### src/rtl/pcfl_pkg.sv
// Package for the pin-change frame logger: types, frame constants and the
// snapshot packing and frame byte selection shared by the front and back parts.
// No dependencies.
`timescale 1ns / 1ps

package pcfl_pkg;

    localparam int SNAP_BYTES  = 9;
    localparam int FRAME_BYTES = 25;
    localparam int QUEUE_DEPTH = 2;
    localparam int QPTR_W      = $clog2(QUEUE_DEPTH);
    localparam int QCNT_W      = $clog2(QUEUE_DEPTH + 1);
    localparam int IDX_W       = $clog2(FRAME_BYTES);

    localparam logic [7:0] CH_START   = 8'h53; // 'S'
    localparam logic [7:0] CH_DOT     = 8'h2E; // '.'
    localparam logic [7:0] CH_INIT    = 8'h49; // 'I'
    localparam logic [7:0] CH_CHANGE  = 8'h54; // 'T'
    localparam logic [7:0] CH_END     = 8'h45; // 'E'
    localparam logic [7:0] PAYLOAD_LEN = 8'd14;

    localparam logic [31:0] LIMIT_RESET = 32'd1800000000;

    localparam logic [IDX_W-1:0] IDX_SNAP0  = IDX_W'(6);
    localparam logic [IDX_W-1:0] IDX_LAST   = IDX_W'(FRAME_BYTES - 1);

    localparam int TDATA_IN_W = 120;

    typedef logic [SNAP_BYTES-1:0][7:0] snap_t;

    typedef struct packed {
        snap_t       snap;
        logic [7:0]  marker;
        logic [31:0] ts;
    } frame_desc_t;

    typedef struct packed {
        logic [7:0]  port_a;
        logic [7:0]  port_b;
        logic [7:0]  port_c;
        logic [7:0]  port_d;
        logic [7:0]  port_e;
        logic [7:0]  port_f;
        logic [7:0]  port_g;
        logic [7:0]  port_h;
        logic [7:0]  port_j;
        logic [7:0]  port_k;
        logic [7:0]  port_l;
        logic [31:0] timestamp_us;
    } sample_t;

    function automatic sample_t unpack_sample(input logic [TDATA_IN_W-1:0] d);
        sample_t s;
        s.port_a       = d[7:0];
        s.port_b       = d[15:8];
        s.port_c       = d[23:16];
        s.port_d       = d[31:24];
        s.port_e       = d[39:32];
        s.port_f       = d[47:40];
        s.port_g       = d[55:48];
        s.port_h       = d[63:56];
        s.port_j       = d[71:64];
        s.port_k       = d[79:72];
        s.port_l       = d[87:80];
        s.timestamp_us = d[119:88];
        return s;
    endfunction

    function automatic snap_t pack_snapshot(input sample_t s);
        snap_t r;
        r[0] = s.port_a;
        r[1] = s.port_b;
        r[2] = s.port_c;
        r[3] = {s.port_d[7], s.port_e[5:3], s.port_d[3:0]};
        r[4] = s.port_f;
        r[5] = {s.port_j[1], s.port_h[6:3], s.port_j[0], s.port_h[1:0]};
        r[6] = s.port_k;
        r[7] = s.port_l;
        r[8] = {s.port_g[0], s.port_g[1], s.port_g[2], s.port_g[5], 4'b0000};
        return r;
    endfunction

    function automatic logic [7:0] frame_byte_at(input frame_desc_t d,
                                                 input logic [IDX_W-1:0] idx);
        logic [7:0]       b;
        logic [IDX_W-1:0] rel;
        rel = idx - IDX_SNAP0;
        unique case (idx) inside
            5'd0:                         b = CH_START;
            5'd1, 5'd2, 5'd3, 5'd4:       b = CH_DOT;
            5'd5:                         b = PAYLOAD_LEN;
            [5'd6:5'd14]:                 b = d.snap[rel[3:0]];
            5'd15:                        b = d.marker;
            [5'd16:5'd19]:                b = d.ts[idx[1:0]*8 +: 8];
            [5'd20:5'd23]:                b = CH_DOT;
            5'd24:                        b = CH_END;
            default:                      b = CH_END;
        endcase
        return b;
    endfunction

endpackage

### src/rtl/pin_change_frame_logger.sv
// Top level of the pin-change frame logger: configuration port, front part,
// frame queue and byte serializer. Depends on pcfl_pkg, pcfl_front,
// pcfl_queue and pcfl_back.
`timescale 1ns / 1ps

// Usage:
//   s_axis carries one sample word per handshake: eleven port bytes and a
//   microsecond timestamp. m_axis carries frame bytes, tlast on the closing
//   'E'. A sample that changes the snapshot (or the first one after reset or
//   restart) yields a 25-byte frame; other samples yield nothing.
//   A sample is taken whenever the two-entry frame queue has room; its
//   frame bytes pass the queue entry, the serializer's frame register and
//   the output byte register. The serializer sends one byte per cycle
//   while the receiver is ready, so frames leave back to back; unchanged
//   samples pass at one per cycle while the queue is not full.
//   When the receiver stalls, the output byte holds and the queue fills;
//   s_axis_tready drops once it is full.
//   Reset clears the queue, the serializer and the started flag and loads
//   restart_limit with 1800000000; the stored snapshot needs no clearing.
//   APB register 0 (address 0) is restart_limit; write it only while idle.
module pin_change_frame_logger
    import pcfl_pkg::*;
(
    input  logic                  clk,
    input  logic                  rst_n,
    // APB configuration
    input  logic                  psel,
    input  logic                  penable,
    input  logic                  pwrite,
    input  logic [2:0]            paddr,
    input  logic [31:0]           pwdata,
    output logic [31:0]           prdata,
    output logic                  pready,
    // sample stream
    input  logic                  s_axis_tvalid,
    output logic                  s_axis_tready,
    // port_a, port_b, port_c, port_d, port_e, port_f, port_g, port_h,
    // port_j, port_k, port_l (8 bits each), timestamp_us (32 bits)
    input  logic [TDATA_IN_W-1:0] s_axis_tdata,
    // frame stream
    output logic                  m_axis_tvalid,
    input  logic                  m_axis_tready,
    // frame_byte
    output logic [7:0]            m_axis_tdata,
    // last_byte
    output logic                  m_axis_tlast
);

    logic [31:0] restart_limit_reg, restart_limit_next;
    logic        cfg_write;
    logic        q_push, q_full, q_pop, q_valid;
    frame_desc_t q_wdata, q_rdata;

    assign pready    = 1'b1;
    assign cfg_write = psel && penable && pwrite && pready && (paddr[2] == 1'b0);
    assign prdata    = (paddr[2] == 1'b0) ? restart_limit_reg : '0;

    always_comb
    begin
        restart_limit_next = restart_limit_reg;
        if (cfg_write)
            restart_limit_next = pwdata;
    end

    always_ff @(posedge clk or negedge rst_n)
    begin
        if (!rst_n)
            restart_limit_reg <= LIMIT_RESET;
        else
            restart_limit_reg <= restart_limit_next;
    end

    pcfl_front u_front (
        .clk           (clk),
        .rst_n         (rst_n),
        .in_valid      (s_axis_tvalid),
        .in_ready      (s_axis_tready),
        .in_data       (s_axis_tdata),
        .restart_limit (restart_limit_reg),
        .q_full        (q_full),
        .q_push        (q_push),
        .q_data        (q_wdata)
    );

    pcfl_queue u_queue (
        .clk       (clk),
        .rst_n     (rst_n),
        .push      (q_push),
        .push_data (q_wdata),
        .full      (q_full),
        .pop       (q_pop),
        .valid     (q_valid),
        .pop_data  (q_rdata)
    );

    pcfl_back u_back (
        .clk       (clk),
        .rst_n     (rst_n),
        .q_valid   (q_valid),
        .q_data    (q_rdata),
        .q_pop     (q_pop),
        .out_valid (m_axis_tvalid),
        .out_ready (m_axis_tready),
        .out_data  (m_axis_tdata),
        .out_last  (m_axis_tlast)
    );

endmodule

### src/rtl/pcfl_front.sv
// Front part of the frame logger: accepts samples, packs and compares snapshots,
// decides on initial, change and restart, and pushes frame words into the queue.
// Depends on pcfl_pkg.
`timescale 1ns / 1ps

module pcfl_front
    import pcfl_pkg::*;
(
    input  logic                  clk,
    input  logic                  rst_n,
    input  logic                  in_valid,
    output logic                  in_ready,
    input  logic [TDATA_IN_W-1:0] in_data,
    input  logic [31:0]           restart_limit,
    input  logic                  q_full,
    output logic                  q_push,
    output frame_desc_t           q_data
);

    logic    started_reg, started_next;
    snap_t   prev_reg, prev_next;
    sample_t smp;
    snap_t   snap;
    logic    accept;
    logic    changed;

    assign smp      = unpack_sample(in_data);
    assign snap     = pack_snapshot(smp);
    assign in_ready = !q_full;
    assign accept   = in_valid && in_ready;
    assign changed  = (snap != prev_reg);

    always_comb
    begin
        started_next = started_reg;
        prev_next    = prev_reg;
        q_push       = 1'b0;
        q_data.snap  = snap;
        q_data.marker = CH_CHANGE;
        q_data.ts    = smp.timestamp_us;
        if (accept)
        begin
            if (!started_reg)
            begin
                q_push        = 1'b1;
                q_data.marker = CH_INIT;
                q_data.ts     = '0;
                prev_next     = snap;
                started_next  = 1'b1;
            end
            else
            begin
                if (changed)
                begin
                    q_push    = 1'b1;
                    prev_next = snap;
                end
                if (smp.timestamp_us > restart_limit)
                    started_next = 1'b0;
            end
        end
    end

    always_ff @(posedge clk or negedge rst_n)
    begin
        if (!rst_n)
            started_reg <= 1'b0;
        else
            started_reg <= started_next;
    end

    always_ff @(posedge clk)
    begin
        prev_reg <= prev_next;
    end

endmodule

### src/rtl/pcfl_queue.sv
// Short queue of frame words between the front and back parts.
// Depends on pcfl_pkg.
`timescale 1ns / 1ps

module pcfl_queue
    import pcfl_pkg::*;
(
    input  logic        clk,
    input  logic        rst_n,
    input  logic        push,
    input  frame_desc_t push_data,
    output logic        full,
    input  logic        pop,
    output logic        valid,
    output frame_desc_t pop_data
);

    frame_desc_t             mem_reg [QUEUE_DEPTH];
    logic [QPTR_W-1:0]       wr_ptr_reg, wr_ptr_next;
    logic [QPTR_W-1:0]       rd_ptr_reg, rd_ptr_next;
    logic [QCNT_W-1:0]       count_reg, count_next;
    logic                    do_push, do_pop;

    assign full     = (count_reg == QCNT_W'(QUEUE_DEPTH));
    assign valid    = (count_reg != '0);
    assign pop_data = mem_reg[rd_ptr_reg];
    assign do_push  = push && !full;
    assign do_pop   = pop && valid;

    always_comb
    begin
        wr_ptr_next = wr_ptr_reg;
        rd_ptr_next = rd_ptr_reg;
        count_next  = count_reg;
        if (do_push)
            wr_ptr_next = (wr_ptr_reg == QPTR_W'(QUEUE_DEPTH - 1)) ? '0 : wr_ptr_reg + 1'b1;
        if (do_pop)
            rd_ptr_next = (rd_ptr_reg == QPTR_W'(QUEUE_DEPTH - 1)) ? '0 : rd_ptr_reg + 1'b1;
        if (do_push && !do_pop)
            count_next = count_reg + 1'b1;
        else if (!do_push && do_pop)
            count_next = count_reg - 1'b1;
    end

    always_ff @(posedge clk or negedge rst_n)
    begin
        if (!rst_n)
        begin
            wr_ptr_reg <= '0;
            rd_ptr_reg <= '0;
            count_reg  <= '0;
        end
        else
        begin
            wr_ptr_reg <= wr_ptr_next;
            rd_ptr_reg <= rd_ptr_next;
            count_reg  <= count_next;
        end
    end

    always_ff @(posedge clk)
    begin
        if (do_push)
            mem_reg[wr_ptr_reg] <= push_data;
    end

endmodule

### src/rtl/pcfl_back.sv
// Back part of the frame logger: takes frame words from the queue and sends
// the 25 frame bytes through a registered output stage, one per cycle while the receiver is ready.
// Depends on pcfl_pkg.
`timescale 1ns / 1ps

module pcfl_back
    import pcfl_pkg::*;
(
    input  logic        clk,
    input  logic        rst_n,
    input  logic        q_valid,
    input  frame_desc_t q_data,
    output logic        q_pop,
    output logic        out_valid,
    input  logic        out_ready,
    output logic [7:0]  out_data,
    output logic        out_last
);

    frame_desc_t      desc_reg, desc_next;
    logic             busy_reg, busy_next;
    logic [IDX_W-1:0] idx_reg, idx_next;
    logic             valid_reg, valid_next;
    logic [7:0]       data_reg, data_next;
    logic             last_reg, last_next;
    logic             out_load;
    logic             at_last;

    assign out_load = busy_reg && (!valid_reg || out_ready);
    assign at_last  = (idx_reg == IDX_LAST);
    assign q_pop    = q_valid && (!busy_reg || (out_load && at_last));

    always_comb
    begin
        desc_next  = desc_reg;
        busy_next  = busy_reg;
        idx_next   = idx_reg;
        valid_next = valid_reg;
        data_next  = data_reg;
        last_next  = last_reg;
        if (out_load)
        begin
            valid_next = 1'b1;
            data_next  = frame_byte_at(desc_reg, idx_reg);
            last_next  = at_last;
            idx_next   = idx_reg + 1'b1;
            if (at_last)
                busy_next = 1'b0;
        end
        else if (out_ready)
        begin
            valid_next = 1'b0;
        end
        if (q_pop)
        begin
            desc_next = q_data;
            busy_next = 1'b1;
            idx_next  = '0;
        end
    end

    always_ff @(posedge clk or negedge rst_n)
    begin
        if (!rst_n)
        begin
            busy_reg  <= 1'b0;
            idx_reg   <= '0;
            valid_reg <= 1'b0;
        end
        else
        begin
            busy_reg  <= busy_next;
            idx_reg   <= idx_next;
            valid_reg <= valid_next;
        end
    end

    always_ff @(posedge clk)
    begin
        desc_reg <= desc_next;
        data_reg <= data_next;
        last_reg <= last_next;
    end

    assign out_valid = valid_reg;
    assign out_data  = data_reg;
    assign out_last  = last_reg;

endmodule
### config.mk
export PLATFORM = sky130hd
export DESIGN_NAME = pin_change_frame_logger
export DESIGN_NICKNAME = d
export VERILOG_FILES = /design/src/rtl/pcfl_pkg.sv /design/src/rtl/pin_change_frame_logger.sv /design/src/rtl/pcfl_front.sv /design/src/rtl/pcfl_queue.sv /design/src/rtl/pcfl_back.sv
export SDC_FILE = /design/constraint.sdc
export NUM_CORES = 1
export LEC_CHECK = 0
export CELL_PAD_IN_SITES_DETAIL_PLACEMENT = 0
export CELL_PAD_IN_SITES_GLOBAL_PLACEMENT = 1
export CORE_MARGIN = 2
export CORE_UTILIZATION = 45
export DETAILED_ROUTE_END_ITERATION = 10
export DONT_BUFFER_PORTS = 1
export PLACE_DENSITY = 0.77
export SLEW_MARGIN = 20
export SYNTH_ARGS = -nofsm -noshare
export SYNTH_HDL_FRONTEND = slang
export SYNTH_SLANG_ARGS = --single-unit
### constraint.sdc
create_clock -name clk -period 12.9 [get_ports clk]
set_input_delay 2.58 -clock clk [delete_from_list [all_inputs] [get_ports clk]]
set_output_delay 2.58 -clock clk [all_outputs]
set_load 0.01 [all_outputs]
After elaboration in Yosys (flattened, before gate mapping)
Memory sizes are Yosys's and may differ from the RTL's. A register that Yosys moved wholly into a read port is not among the register bits. Cells that the tools add are included.

Register bits after elaboration: 129. Memory bits (writable): 216. Input bits: 162. Output and inout port bits: 44. Word-level logic and storage cells: 103. Memories: 1.

Memory list: u_queue.mem_reg (depth 2, width 108, rd ports 1, clocked after memory_dff 1, wr ports 1, line pcfl_queue.sv:18) `frame_desc_t mem_reg [QUEUE_DEPTH];`.

Add/subtract/negate cells: 6. $lt $le $gt $ge: 8. Eq/ne operators: 10. Shift operators: 1. Mux-type cells: 26. Bitwise operators: 1. Reduce and logical (&&, ||, !) cells: 30.

Operators with widths (number): $mux 72 (2); $ne 68x68->1 (1); $pmux 8 s6 (1); $mux 40 (1); $mux 37 (1); $bmux 8 s4 (1); $gt 32x32->1 (1); $mux 32 (1); $shiftx 32x6->8 (1); $logic_and 1x1->1 (14); $mux 1 (14); $eq 5x2->1 const B (2); $eq 5x3->1 const B (2); $ge 5x5->1 const B (2); $le 5x5->1 const B (2); $mux 5 (2); $reduce_bool 2->1 (5); $mux 8 (1); $add 5x1->5 const B (1); $eq 5x1->1 const B (1); $eq 5x4->1 const B (1); $eq 5x5->1 const B (1); $ge 5x3->1 const B (1); $le 5x4->1 const B (1); 14 further kinds (22).

Depth between registers and ports, before layout
Depth after elaboration: 10. Gate-level depth with buffers: 12. Gate-level depth less buffers: 10.

Hierarchy
A second synthesis with hierarchy kept.

Cells, all modules: 1182. Area total of the unflattened synthesis: 19991.7 µm².

Modules (own cells, without submodules): pcfl_queue (times used 1, cells each 368, area each 8573.2 µm², sequential area each 6826.5 µm²); pcfl_back (times used 1, cells each 291, area each 5303.8 µm², sequential area each 3808.7 µm²); pcfl_front (times used 1, cells each 418, area each 4545.6 µm², sequential area each 2067.0 µm²); pin_change_frame_logger (times used 1, cells each 105, area each 1569.0 µm², sequential area each 815.8 µm²).

Worst setup path before layout
Ideal clock, no wire load.

Path type: input-to-reg. Start: in s_axis_tdata[47]. End: mem u_queue.mem_reg[0][0] in the netlist's numbering (enable). Setup time: 0.576 ns. Arrival time: 7.759 ns. Required time: 12.324 ns. Setup slack: 4.565 ns. Cell stages on the path: 6. Buffers on the path: 0. Path through: nand2b_1 -> o2111a_1 -> nand4_1 -> nor4_2 -> a21oi_1 -> nor2b_1.

Word-level cells in the longest chain between the ends: 7.

Ends and longest elaborated chain: start, declared (line pin_change_frame_logger.sv:39) `input logic [TDATA_IN_W-1:0] s_axis_tdata,`; $ne 68x68->1 (line pcfl_front.sv:31) `assign changed = (snap != prev_reg);`; $mux 1 (line pcfl_front.sv:53) `if (changed)`; $mux 1 (line pcfl_front.sv:43) `if (!started_reg)`; $mux 1 (line pcfl_front.sv:41) `if (accept)`; $logic_and 1x1->1 (line pcfl_queue.sv:27) `assign do_push = push && !full;`; net u_queue.do_push (line pcfl_queue.sv:22) `logic do_push, do_pop;`; $mux 1 (line pcfl_queue.sv:63) `if (do_push)`; $mux 1 (not written as such) (line pcfl_queue.sv:64) `mem_reg[wr_ptr_reg] <= push_data;`; end, declared (line pcfl_queue.sv:18).

The timed path passes the listed nets, and every way through them passes these cells.

Final worst setup path
Start: in paddr[2]. End: out prdata[24].

Word-level cells in the longest chain between the ends: 1.

Ends and longest elaborated chain: start, declared (line pin_change_frame_logger.sv:30) `input logic [2:0] paddr,`; $mux 32 (line pin_change_frame_logger.sv:56) `assign prdata = (paddr[2] == 1'b0) ? restart_limit_reg : '0;`; end, declared (line pin_change_frame_logger.sv:32) `output logic [31:0] prdata,`.

Every way passes these cells.

==> flow_summary_export.csv <==
group,metric,value,unit
routing,dr.first_iter.drc_count,711,
final_layout,n_antenna_cell,0,
setup_path,required,10.32,ns
grt,grt_pass1_vias,8606,
setup_path,critPathMaxFanout,33,
placement,gp_congestion,0.790,
logic_synthesis,synth_area_leaders,"edfxtp_1 (66%), mux2_2 (8.9%), dfrtp_1 (4.6%)",
logic_synthesis,synthCells,1015,
routing,routed_wl,34.8,mm
cts,cts_max_level,2,
logic_synthesis,ys_seq_elements,427,
logic_synthesis,synth.avg_cell_area,17.3,sq um
pwr,power_per_cell_area,213,mW/mm^2
placement,place_area,0.0182,sq mm
logic_synthesis,synth_cell_types,56,
sta,worst_pin_slew,0.990,ns
logic_synthesis,yosysTopAreaCell,"edfxtp_1",
cts,hold_buffers,0,
sta,rsz0062_at_grt,"no",
routing,drc,0,
sta,timing.final.ws_setup,7.52,ns
cts,clk_pin_slew,0.06,ns
grt,grt_usage,17.1,%
setup_path,crit_family,"simple AND/OR/NAND/NOR gates",
routing,avgViaCountPerCell,5.32,
cts,cts_tree,"built",
placement,pre_cts_ws,6.89,ns
final_layout,drive_gt1_share,23.3,%
floorplan,die-area,0.0406,sq mm
cts,clk_latency,0.55,ns
run_status,status,"finished clean",
placement,numPortBuffers,0,
logic_synthesis,yosysTopAreaCellShare,65.5,%
logic_synthesis,ys_top_cells_by_count,"edfxtp_1 (383), mux2_2 (139), inv_1 (53)",
placement,dp_hpwl,22.9,mm
sta,hold_viol,0,
final_layout,area_growth,11.8,%
cts,cts_resized,0,
setup_path,cp_slowest_stage_delay,0.21,ns
sta,fin_crit_sh,41.7,%
final_layout,largest_register_ffs,204,
cts,cts_root_buffer,"clkbuf_16",
setup_path,path_class,"in2out",
logic_synthesis,synth_area,0.0176,sq mm
sta,slew_headroom,34.0,%
sta,fmax,186,MHz
logic_synthesis,synth_most_common_cell,"edfxtp_1",
sta,post-route-min-period,5.38,ns
grt,antenna_found_initial,0,
cts,clock_sinks,427,
setup_path,cp_data_arrival_time,2.80,ns
logic_synthesis,ys_seq_area_share,71.9,%
setup_path,cp.buffers_inverters,0,
pwr,irDropWorstVdd,0.0955,mV
final_layout,fin_cells,1591,
routing,ant_nets,0,
grt,grt_pass1_wl,52.7,mm
routing,dr.pass1.iters,5,
grt,grt_max_degree,75,
setup_path,start_kind,"input pin",
logic_synthesis,synth-main-ff-cell,"edfxtp_1",
floorplan,start_util,45.5,%
logic_synthesis,synth_edf_count,383,
final_layout,stdcell_area,0.0196,sq mm
logic_synthesis,ys_warn_count,0,
floorplan,die_h,201,microns
pwr,p_leak,6.88,nW
sta,holdWs,0.502,ns
routing,wl_per_cell,21.9,microns
logic_synthesis,syn_nets,1218,
floorplan,core_area,0.0386,sq mm
setup_path,r2r_setup_slack,8.84,ns
setup_path,endpoint_kind,"primary output",
setup_path,path_cells,"nor2_1",
sta,slew_violations,0,
cts,post_cts_buffers,0,
routing,vias,8466,
logic_synthesis,synth-async-reset-ratio,10.3,%
floorplan,rows,72,
setup_path,crit_slowest_cell,"nor2_1",
sta,finalSetupViolations,0,
grt,grt_overflow,0,
final_layout,final_nets,1242,
placement,dp_cells,1510,
min_path,hp-class,"reg2reg",
floorplan,io_pins,206,
cts,cts_buffers,44,
sta,tns,0,ns
floorplan,die_width,201,microns
cts,clock_path_buffers,3,
sta,fin_skew,0.0212,ns
flow_run,drv_cap,0,
==> cell families after synthesis <==
family                     Yosys count  synth area share, %
muxes                              167                 12.4
xor gates and xnor gates            58                 2.89
buffers and inverters               84                 1.95
adders and majority gates           41                 2.92
DFF                                427                 71.9
AOI/OAI and AO/OA                   66                 2.69
and+or+nand+nor                    171                 5.25
other                                1               0.0214
==> per-stage QoR <==
stage	total power, mW	util, %
floorplan	2.73	-
global placement	2.94	47.1
detailed placement	2.97	47.1
CTS	4.22	50.8
global route	4.38	50.9
finish	4.17	50.9
==> worst paths after layout <==
path                                                    from  depth (start not counted)                                 to
max                                                 paddr[2]                          1                         prdata[24]
min                        restart_limit_reg[11]$_DFFE_PN0P_                          1  restart_limit_reg[11]$_DFFE_PN0P_
max reg2reg                    u_back.idx_reg[1]$_DFFE_PN0P_                         11   u_queue.count_reg[1]$_DFFE_PN0P_
min reg2reg                restart_limit_reg[11]$_DFFE_PN0P_                          1  restart_limit_reg[11]$_DFFE_PN0P_
max in group asynchronous                              rst_n                          0  restart_limit_reg[27]$_DFFE_PN1P_
min in group asynchronous                              rst_n                          0      u_back.idx_reg[1]$_DFFE_PN0P_
==> layout by cell type (no fill, tap or decap), types with 4 or more instances in the layout <==
cell	instances
dfstp_2	12
o21ai_0	7
xnor2_1	7
nor2b_1	10
clkinv_1	10
nand2b_1	11
mux4_2	17
nand4_1	12
bufinv_16	5
mux4_1	7
ha_1	41
a21oi_1	17
clkinv_2	5
nand2_1	23
mux2i_1	4
buf_4	7
a221oi_1	4
edfxtp_1	383
xor2_1	51
nor4_1	10
inv_1	53
mux2_2	139
nand3_1	6
clkbuf_1	8
a21o_1	7
clkbuf_16	44
and2_1	33
dfrtp_1	30
and3_1	4
o22ai_1	4
nor2_1	48
==> report_power, final <==
part / switching, mW / internal, mW
registers: 0.158 / 1.89
logic: 0.478 / 0.398
clock network: 0.514 / 0.731
==> metal layers <==
metal  wire (microns)  global-route usage [%]  vias up
met5                0                       0        -
met4              759                    4.78        0
met3             1850                    3.40       49
met2            16400                    27.1      199
met1            15800                    24.1     4304
li1                 -                       -     3914
==> area by class of cell <==
cell class	count	area, sq um
clock inverter	28	290
inverter	53	199
timing repair buffer	9	108
multi-input combinational	504	4620
tap	518	648
clock buffer	52	1130
fill	3168	18900
sequential	427	12600
No activity file was read; power rests on OpenSTA's default activity.
